==> config.mk <==
export PLATFORM = sky130hd
export DESIGN_NAME = scope_edge_trigger_auto_holdoff_top
export DESIGN_NICKNAME = d
export VERILOG_FILES = /design/src/design/seta_pkg.sv /design/src/design/scope_edge_trigger_auto_holdoff_top.sv /design/src/design/seta_front.sv /design/src/design/seta_core.sv
export SDC_FILE = /design/constraint.sdc
export NUM_CORES = 1
export LEC_CHECK = 0
export BUFFER_PORTS_ARGS = -buffer_cell sky130_fd_sc_hd__buf_2
export CAP_MARGIN = 20
export CORE_AREA = 2 2 108 163
export CTS_CLUSTER_SIZE = 14
export DETAILED_ROUTE_END_ITERATION = 8
export DIE_AREA = 0 0 110 165
export PLACE_DENSITY = 0.72
export SLEW_MARGIN = 20
export SYNTH_ARGS = -nofsm -noshare
export SYNTH_HDL_FRONTEND = slang
export SYNTH_SLANG_ARGS = --single-unit
==> constraint.sdc <==
create_clock -name clk -period 5 [get_ports clk]
set_clock_uncertainty 0.05 [all_clocks]
set_input_delay 1.25 -clock clk [delete_from_list [all_inputs] [get_ports clk]]
set_output_delay 1.25 -clock clk [all_outputs]
set_load 0.005 [all_outputs]
==> src/design/seta_pkg.sv <==
// Shared types and constants for the scope edge trigger with auto holdoff.
// Holds request codes, register indexes, the config struct and the stage struct.
// Used by every module of the block; no dependencies of its own.
package seta_pkg;

  localparam int SAMPLE_BITS_DEF = 16;
  localparam int COUNT_BITS_DEF  = 24;

  localparam int LEVEL_BITS   = 16;
  localparam int HYST_BITS    = 15;
  localparam int TIMEOUT_BITS = 24;
  localparam int HOLD_BITS    = 21;
  localparam int CFG_DATA_BITS = 24;
  localparam int CFG_IDX_BITS  = 3;

  localparam logic [LEVEL_BITS-1:0]   LEVEL_RST   = 16'd0;
  localparam logic [HYST_BITS-1:0]    HYST_RST    = 15'd256;
  localparam logic [TIMEOUT_BITS-1:0] TIMEOUT_RST = 24'd1000000;
  localparam logic [HOLD_BITS-1:0]    WINDOW_RST  = 21'd32768;

  typedef enum logic [CFG_IDX_BITS-1:0] {
    CFG_LEVEL   = 3'd0,
    CFG_HYST    = 3'd1,
    CFG_EDGE    = 3'd2,
    CFG_AUTO    = 3'd3,
    CFG_TIMEOUT = 3'd4,
    CFG_WINDOW  = 3'd5,
    CFG_SINGLE  = 3'd6
  } cfg_idx_t;

  localparam logic [1:0] MODE_SAMPLE = 2'd0;
  localparam logic [1:0] MODE_ARM    = 2'd1;
  localparam logic [1:0] MODE_STOP   = 2'd2;

  localparam logic [1:0] EDGE_RISE = 2'd0;
  localparam logic [1:0] EDGE_FALL = 2'd1;
  localparam logic [1:0] EDGE_BOTH = 2'd2;

  localparam logic [1:0] FIRE_NONE = 2'd0;
  localparam logic [1:0] FIRE_EDGE = 2'd1;
  localparam logic [1:0] FIRE_AUTO = 2'd2;

  typedef enum logic [1:0] {
    LVL_LOW  = 2'd0,
    LVL_HIGH = 2'd1,
    LVL_INIT = 2'd2
  } lvl_state_t;

  typedef struct packed {
    logic [LEVEL_BITS-1:0]   level;
    logic [HYST_BITS-1:0]    hyst;
    logic [1:0]              edge_sel;
    logic                    auto_en;
    logic [TIMEOUT_BITS-1:0] timeout;
    logic [HOLD_BITS-1:0]    window;
    logic                    single;
  } seta_cfg_t;

  // One request after the input register: threshold compares already resolved.
  typedef struct packed {
    logic       valid;
    logic [1:0] mode;
    logic       below;
    logic       above;
  } seta_item_t;

endpackage

==> src/design/scope_edge_trigger_auto_holdoff_top.sv <==
// Top level of the scope edge trigger: configuration registers, input stage
// and trigger core. Depends on seta_pkg, seta_front and seta_core.
//
//  channel | direction | handshake          | payload
//  in_     | request   | in_valid/in_stall   | in_mode, in_sample
//  out_    | result    | out_valid/out_stall | out_fire_event, out_in_holdoff, out_running
//  cfg_    | write     | cfg_we              | cfg_index, cfg_data
//
// One request per clock is accepted unless the result stalls; each gives one result via the
// input and result registers. Level state, holdoff and countdown update together in the core,
// which sets the one-request-per-cycle rate. Reset is synchronous and active low.
// A stalled result holds the core; one more request waits in the input register.
module scope_edge_trigger_auto_holdoff_top import seta_pkg::*; #(
  parameter int SAMPLE_BITS = SAMPLE_BITS_DEF,
  parameter int COUNT_BITS  = COUNT_BITS_DEF
) (
  input  logic                     clk,
  input  logic                     rst_n,
  input  logic                     in_valid,
  output logic                     in_stall,
  input  logic [1:0]               in_mode,
  input  logic [SAMPLE_BITS-1:0]   in_sample,
  output logic                     out_valid,
  input  logic                     out_stall,
  output logic [1:0]               out_fire_event,
  output logic                     out_in_holdoff,
  output logic                     out_running,
  input  logic                     cfg_we,
  input  logic [CFG_IDX_BITS-1:0]  cfg_index,
  input  logic [CFG_DATA_BITS-1:0] cfg_data
);

  seta_cfg_t  cfg_r;
  seta_item_t item;
  logic       core_ready;

  always_ff @(posedge clk) begin
    if (!rst_n) begin
      cfg_r.level    <= LEVEL_RST;
      cfg_r.hyst     <= HYST_RST;
      cfg_r.edge_sel <= EDGE_RISE;
      cfg_r.auto_en  <= 1'b1;
      cfg_r.timeout  <= TIMEOUT_RST;
      cfg_r.window   <= WINDOW_RST;
      cfg_r.single   <= 1'b0;
    end else if (cfg_we) begin
      case (cfg_index)
        CFG_LEVEL:   cfg_r.level    <= cfg_data[LEVEL_BITS-1:0];
        CFG_HYST:    cfg_r.hyst     <= cfg_data[HYST_BITS-1:0];
        CFG_EDGE:    cfg_r.edge_sel <= cfg_data[1:0];
        CFG_AUTO:    cfg_r.auto_en  <= cfg_data[0];
        CFG_TIMEOUT: cfg_r.timeout  <= cfg_data[TIMEOUT_BITS-1:0];
        CFG_WINDOW:  cfg_r.window   <= cfg_data[HOLD_BITS-1:0];
        CFG_SINGLE:  cfg_r.single   <= cfg_data[0];
        default: begin
        end
      endcase
    end
  end

  seta_front #(
    .SAMPLE_BITS(SAMPLE_BITS)
  ) u_front (
    .clk        (clk),
    .rst_n      (rst_n),
    .cfg        (cfg_r),
    .in_valid   (in_valid),
    .in_stall   (in_stall),
    .in_mode    (in_mode),
    .in_sample  (in_sample),
    .core_ready (core_ready),
    .item       (item)
  );

  seta_core #(
    .COUNT_BITS(COUNT_BITS)
  ) u_core (
    .clk            (clk),
    .rst_n          (rst_n),
    .cfg            (cfg_r),
    .item           (item),
    .core_ready     (core_ready),
    .out_valid      (out_valid),
    .out_stall      (out_stall),
    .out_fire_event (out_fire_event),
    .out_in_holdoff (out_in_holdoff),
    .out_running    (out_running)
  );

endmodule

==> src/design/seta_front.sv <==
// Input stage: takes a request, compares the sample against both thresholds,
// and holds the result for the trigger core. Depends on seta_pkg.
module seta_front import seta_pkg::*; #(
  parameter int SAMPLE_BITS = SAMPLE_BITS_DEF
) (
  input  logic                   clk,
  input  logic                   rst_n,
  input  seta_cfg_t              cfg,
  input  logic                   in_valid,
  output logic                   in_stall,
  input  logic [1:0]             in_mode,
  input  logic [SAMPLE_BITS-1:0] in_sample,
  input  logic                   core_ready,
  output seta_item_t             item
);

  localparam int CMP_W = ((SAMPLE_BITS > LEVEL_BITS) ? SAMPLE_BITS : LEVEL_BITS) + 2;

  logic signed [SAMPLE_BITS-1:0] lvl_s;
  logic signed [CMP_W-1:0]       lvl_w;
  logic signed [CMP_W-1:0]       hyst_w;
  logic signed [CMP_W-1:0]       hi_w;
  logic signed [CMP_W-1:0]       lo_w;
  logic signed [CMP_W-1:0]       smp_w;
  logic                          accept;
  seta_item_t                    item_r;
  seta_item_t                    item_nxt;

  // The level register is read at the sample width, as the sample is.
  assign lvl_s  = SAMPLE_BITS'(cfg.level);
  assign lvl_w  = CMP_W'(lvl_s);
  assign hyst_w = signed'(CMP_W'(cfg.hyst));
  assign hi_w   = lvl_w + hyst_w;
  assign lo_w   = lvl_w - hyst_w;
  assign smp_w  = CMP_W'(signed'(in_sample));

  assign in_stall = item_r.valid && !core_ready;
  assign accept   = in_valid && !in_stall;

  always_comb begin
    item_nxt = item_r;
    if (accept) begin
      item_nxt.valid = 1'b1;
      item_nxt.mode  = in_mode;
      item_nxt.below = (smp_w < lo_w);
      item_nxt.above = (smp_w > hi_w);
    end else if (core_ready) begin
      item_nxt.valid = 1'b0;
    end
  end

  always_ff @(posedge clk) begin
    if (!rst_n) begin
      item_r.valid <= 1'b0;
    end else begin
      item_r.valid <= item_nxt.valid;
    end
    item_r.mode  <= item_nxt.mode;
    item_r.below <= item_nxt.below;
    item_r.above <= item_nxt.above;
  end

  assign item = item_r;

endmodule

==> src/design/seta_core.sv <==
// Trigger core: level state, holdoff and auto countdown, and the result register.
// Takes compare results from seta_front. Depends on seta_pkg.
module seta_core import seta_pkg::*; #(
  parameter int COUNT_BITS = COUNT_BITS_DEF
) (
  input  logic       clk,
  input  logic       rst_n,
  input  seta_cfg_t  cfg,
  input  seta_item_t item,
  output logic       core_ready,
  output logic       out_valid,
  input  logic       out_stall,
  output logic [1:0] out_fire_event,
  output logic       out_in_holdoff,
  output logic       out_running
);

  localparam logic [COUNT_BITS-1:0] CD_RST = COUNT_BITS'(TIMEOUT_RST);

  lvl_state_t            lvl_r, lvl_nxt;
  logic [COUNT_BITS-1:0] cd_r, cd_nxt, cd_pre;
  logic [HOLD_BITS-1:0]  hold_r, hold_nxt;
  logic                  run_r, run_nxt;
  logic                  oval_r, oval_nxt;
  logic [1:0]            fire_r, fire_nxt;
  logic                  held_r, held_nxt;
  logic                  take;
  logic                  rise_ok, fall_ok, edge_hit, auto_hit;
  lvl_state_t            lvl_cmp;

  assign core_ready = !oval_r || !out_stall;
  assign take       = item.valid && core_ready;

  assign rise_ok  = (cfg.edge_sel == EDGE_RISE) || (cfg.edge_sel == EDGE_BOTH);
  assign fall_ok  = (cfg.edge_sel == EDGE_FALL) || (cfg.edge_sel == EDGE_BOTH);
  assign edge_hit = (item.below && lvl_r == LVL_HIGH && fall_ok) ||
                    (item.above && lvl_r == LVL_LOW && rise_ok);

  // Without auto or in single mode, the countdown is pinned to the window before the fire test,
  // so a zero window still fires an auto trigger unless single mode is on.
  assign cd_pre   = (!cfg.auto_en || cfg.single) ? COUNT_BITS'(cfg.window) : cd_r;
  assign auto_hit = (cd_pre == '0) && !cfg.single;

  always_comb begin
    if (item.below) begin
      lvl_cmp = LVL_LOW;
    end else if (item.above) begin
      lvl_cmp = LVL_HIGH;
    end else begin
      lvl_cmp = lvl_r;
    end
  end

  always_comb begin
    lvl_nxt  = lvl_r;
    cd_nxt   = cd_r;
    hold_nxt = hold_r;
    run_nxt  = run_r;
    fire_nxt = FIRE_NONE;
    held_nxt = 1'b0;
    if (take) begin
      case (item.mode)
        MODE_ARM: begin
          run_nxt  = 1'b1;
          lvl_nxt  = LVL_INIT;
          hold_nxt = '0;
        end
        MODE_STOP: begin
          run_nxt = 1'b0;
        end
        MODE_SAMPLE: begin
          if (run_r) begin
            if (hold_r != '0) begin
              hold_nxt = hold_r - 1'b1;
              held_nxt = 1'b1;
            end else if (edge_hit || auto_hit) begin
              hold_nxt = cfg.window;
              lvl_nxt  = LVL_INIT;
              if (edge_hit) begin
                fire_nxt = FIRE_EDGE;
                cd_nxt   = COUNT_BITS'(cfg.timeout);
                if (cfg.single) begin
                  run_nxt = 1'b0;
                end
              end else begin
                fire_nxt = FIRE_AUTO;
                cd_nxt   = COUNT_BITS'(cfg.window);
              end
            end else begin
              lvl_nxt = lvl_cmp;
              cd_nxt  = (cd_pre != '0) ? cd_pre - 1'b1 : cd_pre;
            end
          end
        end
        default: begin
        end
      endcase
    end
  end

  always_comb begin
    if (take) begin
      oval_nxt = 1'b1;
    end else if (out_stall) begin
      oval_nxt = oval_r;
    end else begin
      oval_nxt = 1'b0;
    end
  end

  always_ff @(posedge clk) begin
    if (!rst_n) begin
      lvl_r  <= LVL_INIT;
      cd_r   <= CD_RST;
      hold_r <= '0;
      run_r  <= 1'b1;
      oval_r <= 1'b0;
    end else begin
      lvl_r  <= lvl_nxt;
      cd_r   <= cd_nxt;
      hold_r <= hold_nxt;
      run_r  <= run_nxt;
      oval_r <= oval_nxt;
    end
    if (take) begin
      fire_r <= fire_nxt;
      held_r <= held_nxt;
    end
  end

  assign out_valid      = oval_r;
  assign out_fire_event = fire_r;
  assign out_in_holdoff = held_r;
  // The running flag moves only with a request taken, so it is the post-step value.
  assign out_running    = run_r;

endmodule

# --- Yosys cells after proc, flatten, opt, wreduce, memory -nomap -nowiden ---
# Cells that the tools add are included.
classes:
  n_eq_ne: 16
  n_addsub: 4
  n_bitwise: 4
  muxes: 26
  magnitude_cmp: 2
  reduce_logical: 43
ops:
  columns: ["operator", "count"]
  rows:
  - ["$mux W24", 4]
  - ["$mux W21", 3]
  - ["$pmux W21 S2", 1]
  - ["$logic_not A24 Y1", 1]
  - ["$reduce_bool A24 Y1", 1]
  - ["$sub A24 B1 Y24 const B", 1]
  - ["$reduce_bool A21 Y1", 1]
  - ["$sub A21 B1 Y21 const B", 1]
  - ["$reduce_and A2 Y1", 9]
  - ["$add A16 B16 Y17", 1]
  - ["$gt A16 B17 Y1", 1]
  - ["$lt A16 B17 Y1", 1]
  - ["$sub A16 B16 Y17", 1]
  - ["$mux W2", 6]
  - ["$mux W1", 10]
  - ["$eq A3 B3 Y1 const B", 3]
  - ["$logic_and A1 B1 Y1", 8]
  - ["$reduce_and A4 Y1", 2]
  - ["$eq A2 B1 Y1 const B", 3]
  - ["$eq A3 B2 Y1 const B", 2]
  - ["$logic_not A1 Y1", 6]
  - ["$logic_not A2 Y1", 3]
  - ["$logic_or A1 B1 Y1", 6]
  - ["$reduce_and A5 Y1", 1]
  - ["13 further kinds", 19]
word_totals:
  in_bits: 50
  output_inout_bits: 6
  register_bits: 137
  wordCells: 113

# --- Depth between registers and ports, before layout ---
logic_depth:
  depth_word: 10
  mapped_depth: 18
  depth_no_buf: 18

# --- Modules after synthesis ---
# Synthesis repeated with hierarchy kept, for this count alone.
unflattened:
  hier_cells: 1177
  area_unflattened_um2: 9571.7
modules_own_cells:
  columns: ["mod", "cells_per_inst", "n_inst", "seq_area_each_um2", "area_each_um2"]
  rows:
  - ["seta_core", 563, 1, 1071.0, 4083.9]
  - ["scope_edge_trigger_auto_holdoff_top", 304, 1, 1601.5, 3071.7]
  - ["seta_front", 310, 1, 140.1, 2416.1]

# --- Least setup slack after synthesis ---
# Ideal clock, no wire load.
synth_timing:
  path_kind: "register to register"
  start: "register cfg_r[0] in the netlist's numbering"
  end: "register u_core.cd_r[15]"
  synth_period_minus_slack_ns: 3.618
  n_path_buf: 3
  setup_slack_ns: 1.382
  arrival_ns: 3.430
  path_stages_with_launch: 14
  setup_time_ns: 0.137
  t_required_ns: 4.813
  cell_sequence: "dfxtp_1 -> nand2b_1 -> buf_2 -> buf_1 -> mux2i_1 -> ha_1 -> nand2_1 -> or4_4 -> or4_4 -> or2_0 -> buf_2 -> o2111a_1 -> a211oi_1 -> o221ai_1"
synth_via:
  elab_chain_cells: 6
  word_cells_on_any_way: 10
  cone_classes: "add/sub (1); mux (3); reduce/logical (6)"
synth_rtl:
  columns: ["element", "line", "text"]
  rows:
  - ["start, declared", "scope_edge_trigger_auto_holdoff_top.sv:33", "seta_cfg_t cfg_r;"]
  - ["branches (longest 5 deep; another with $sub A24 B1 Y24)", null, null]
  - ["$mux W24 (*)", "seta_core.sv:76", "end else if (edge_hit || auto_hit) begin"]
  - ["end signal, assigned", "seta_core.sv:120", "cd_r <= cd_nxt;"]
  - ["end, declared", "seta_core.sv:21", "logic [COUNT_BITS-1:0] cd_r, cd_nxt, cd_pre;"]
# Mark *: on every way between the ends.
# A chain may end at the register's enable or synchronous reset.

# --- Final worst setup path ---
layout_timing:
  start: "register cfg_r[50] in the netlist's numbering"
  end: "register u_front.item_r, in the netlist u_front.item[0] (data pin)"
layout_via:
  elab_chain_cells: 2
layout_rtl:
  columns: ["element", "line", "text"]
  rows:
  - ["$add A16 B16 Y17", "seta_front.sv:33", "assign hi_w = lvl_w + hyst_w;"]
  - ["$gt A16 B17 Y1", "seta_front.sv:46", "item_nxt.above = (smp_w > hi_w);"]
  - ["end, declared", "seta_front.sv:26", "seta_item_t item_r;"]
# Every way passes these cells.

==> flow_metrics.tcl <==
set metrics [dict create \
    outcome "complete, no violations" \
    grt_max_degree 58 \
    overflow 0 \
    final_period_minus_worst_setup_slack_ns 3.99 \
    final.setup.worst_slack_ns 1.01 \
    htreeDepth 4 \
    drt_first_pass_iters 5 \
    setup_repair_after_global_routing_missed_its_margin "false" \
    post_cts.repair.setup_buffers 0 \
    clk_root_buffer_cell "clkbuf_16" \
    netlist_instances 1216 \
    worstSetupPathType "reg -> reg" \
    synth_area_um2 9090 \
    numCtsBuffers 17 \
    route.detailed.drc 0 \
    final_hold_viol_count 0 \
    drt.antenna.violating_nets 0 \
    synth_sequential_area_ratio_pct 30.9 \
    nNetsFinal 1361 \
    antenna_cells 0 \
    tritoncts_num_sinks 137 \
    postLayoutCellArea_um2 10200 \
    leakage_nw 4.01 \
    die_width_um 110 \
    clock_tree_from_tritoncts "yes" \
    drv.max_cap_violation_count 0 \
    hold_class "reg -> reg" \
    reg2reg_depth 16 \
    final_layout_size_suffix_gt1_share_pct 10.5 \
    placeableCoreArea_um2 16600 \
    fmax_mhz 251 \
    most_common_cell_in_the_synthesized_netlist "nand2_1" \
    crit_end "u_front.item[0]" \
    crit_path_max_fanout 4 \
    fin_hold_ws_ns 0.400 \
    yosysTopAreaCell "dfxtp_1" \
    power_density_nw_per_um2 284 \
    path_clk_slew_ns 0.06 \
    detail_route.vias_per_cell 6.08 \
    worst-slew-pin-transition_ns 1.11 \
    synth.top_cell.area_share_pct 28.6 \
    synth_async_sr_flop_share_pct 0 \
    clockBufferDepth 2 \
    synth_area_leaders "dfxtp_1 29%, nand2_1 9.8%, ha_1 9.4%, a21oi_1 8.0%, o21ai_0 4.1%" \
    avg_cell_area_syn_um2 7.48 \
    critical_path_arrival_ns 4.11 \
    antenna_found_initial 0 \
    dr.first_iter.drc_count 710 \
    ys.flop_type "dfxtp_1" \
    post_cts_resize_count 0 \
    layout_overhead_on_the_synthesized_area_pct 11.7 \
    post_dp_cell_area_um2 9530 \
    detail_route.wirelength_um 26200 \
    final_hpwl_dp_um 19100 \
    num_io_pins 56 \
    detailroute.via_count 8894 \
    final.fill_count 1529 \
    multi_input_comb_area_um2 5870 \
    relSlewSlack_pct 25.8 \
    synth_commonest_cells "237 x nand2_1, 146 x a21oi_1, 130 x dfxtp_1, 77 x nor2_1, 74 x o21ai_0" \
    netlist-cell-type-count 67 \
    die_h_um 165 \
    r2r_slack_ns 1.01 \
    drt-wirelength-per-cell_um 17.9 \
    setup-violations-final 0 \
    i_o_buffers 55 \
    worst-endpoint-required_ns 5.12 \
    start_kind "flop" \
    final-max-slew-violation-count 0 \
    worst_r2r_endpoint "u_front.item[0]" \
    groute.usage.overall_pct 29.6 \
    layout.core_utilization_pct 61.1 \
    initial_utilization_pct 54.7 \
    reg2reg_from "cfg_r[50]" \
    preCtsSetupSlack_ns 0.976 \
    syn_nets 1336 \
    floorplan.rows 58 \
    routabilityCongestion 0.950 \
    number_of_synthesized_flops_with_an_enable_pin 7 \
    grt_pass1_vias 8554 \
    clock_latency_ns 0.42 \
    ys.warnings.count 0 \
    endpoint_kind "flop" \
    vdd_ir_max_mv 0.197 \
    floorplan.die_area_um2 18200 \
    setup_total_negative_slack_ns 0 \
    seqCellArea_um2 2810 \
    post-route-period-util_pct 79.8 \
    wire_length_of_the_first_global_routing_pass_um 41900 \
    cts-hold-fix-buffers 0 \
    synth-seq-cells 137 \
    timing.critical_path.from "cfg_r[50]" \
]
## worst max-delay path: stages (launching register included)
cell,delay [ns]
dfxtp_1,0.40
inv_1,0.10
ha_1,0.31
inv_1,0.06
a21oi_1,0.08
o41ai_1,0.63
o2111ai_1,0.23
a221oi_1,0.41
o41ai_1,0.19
o311ai_0,0.37
ha_1,0.31
nand3_1,0.11
nor2_1,0.06
o21ai_0,0.07
o221ai_1,0.13
o21ai_0,0.11
mux2i_1,0.11
## metrics by stage
step / cells / total power (W)
CTS: 1464 / 0.00289
floorplan: 1216 / 0.00143
global placement: 1432 / 0.00154
detailed placement: 1432 / 0.00155
finish: 1464 / 0.00288
global route: 1464 / 0.00298
## worst min-delay path by stage
stage	cells after the start	end	start
finish	2	cfg_r[42]	cfg_r[42]
global route	2	cfg_r[29]	cfg_r[29]
CTS	2	cfg_r[42]	cfg_r[42]
detailed placement	2	cfg_r[42]	cfg_r[42]
global placement	2	cfg_r[42]	cfg_r[42]
floorplan	2	cfg_r[42]	cfg_r[42]
## kinds of logic after synthesis
logic type | synth area share (%)
flops | 30.9
xor+xnor | 4.34
fa+ha+maj | 9.80
simple gates | 26.2
buf+inv | 4.71
compound gates | 22.1
mux | 1.90
## flip-flops by register name (all words and copies together), names as in the netlist
register / cells
u_front.item: 5
u_core.hold_r: 21
u_core.lvl_r: 2
u_core.out_running: 1
u_core.out_in_holdoff: 1
cfg_r: 80
u_core.out_valid: 1
u_core.cd_r: 24
u_core.out_fire_event: 2
## placed cells by master, fill, tap and decap left out, types with 5 or more instances in the layout
| cell | synthesis | final |
|---|---|---|
| xor2_1 | 15 | 15 |
| nor3_1 | 29 | 28 |
| a21oi_1 | 146 | 146 |
| buf_4 | 0 | 21 |
| or3_1 | 22 | 22 |
| o21bai_1 | 5 | 5 |
| o221ai_1 | 5 | 5 |
| o311ai_0 | 5 | 5 |
| a221o_1 | 6 | 6 |
| o21ai_0 | 74 | 74 |
| ha_1 | 68 | 68 |
| xnor2_1 | 30 | 30 |
| nor2_1 | 77 | 76 |
| nand3b_1 | 5 | 5 |
| nand2_1 | 237 | 237 |
| or2_2 | 5 | 5 |
| a211oi_1 | 6 | 6 |
| clkbuf_16 | 0 | 17 |
| buf_2 | 8 | 55 |
| nand3_1 | 36 | 36 |
| o211ai_1 | 14 | 14 |
| nor2b_1 | 17 | 16 |
| nor3b_1 | 8 | 8 |
| nand2b_1 | 11 | 11 |
| a21o_1 | 13 | 13 |
| and3_1 | 11 | 11 |
| a221oi_1 | 6 | 6 |
| edfxtp_1 | 7 | 7 |
| or4_1 | 8 | 8 |
| inv_1 | 41 | 40 |
| nor4_1 | 13 | 12 |
| mux2i_1 | 15 | 15 |
| o31ai_1 | 15 | 15 |
| dfxtp_1 | 130 | 130 |
## metal layers
metal	vias up	track usage, %	part of all wire, %
li1	4378	-	-
met1	4176	31.4	39
met2	263	54.0	52
met3	77	4.34	3.7
met4	0	17.6	5.5
met5	-	0	0
## layout make-up
type,count,area share (%)
multi-input cells,968,57.8
flip-flops and latches,137,27.7
repair buffers,76,4.26
clock buffers,18,4.23
well taps,210,2.59
clock inverters,14,1.91
inverters,41,1.52
## where the power goes
part	switching [W]	internal (W)	total [W]
sequential	0.0000297	0.00113	0.00116
combinational	0.000222	0.000151	0.000373
clock	0.000512	0.000839	0.00135
total	0.000763	0.00212	0.00288
No activity file was read; power rests on OpenSTA's default activity.
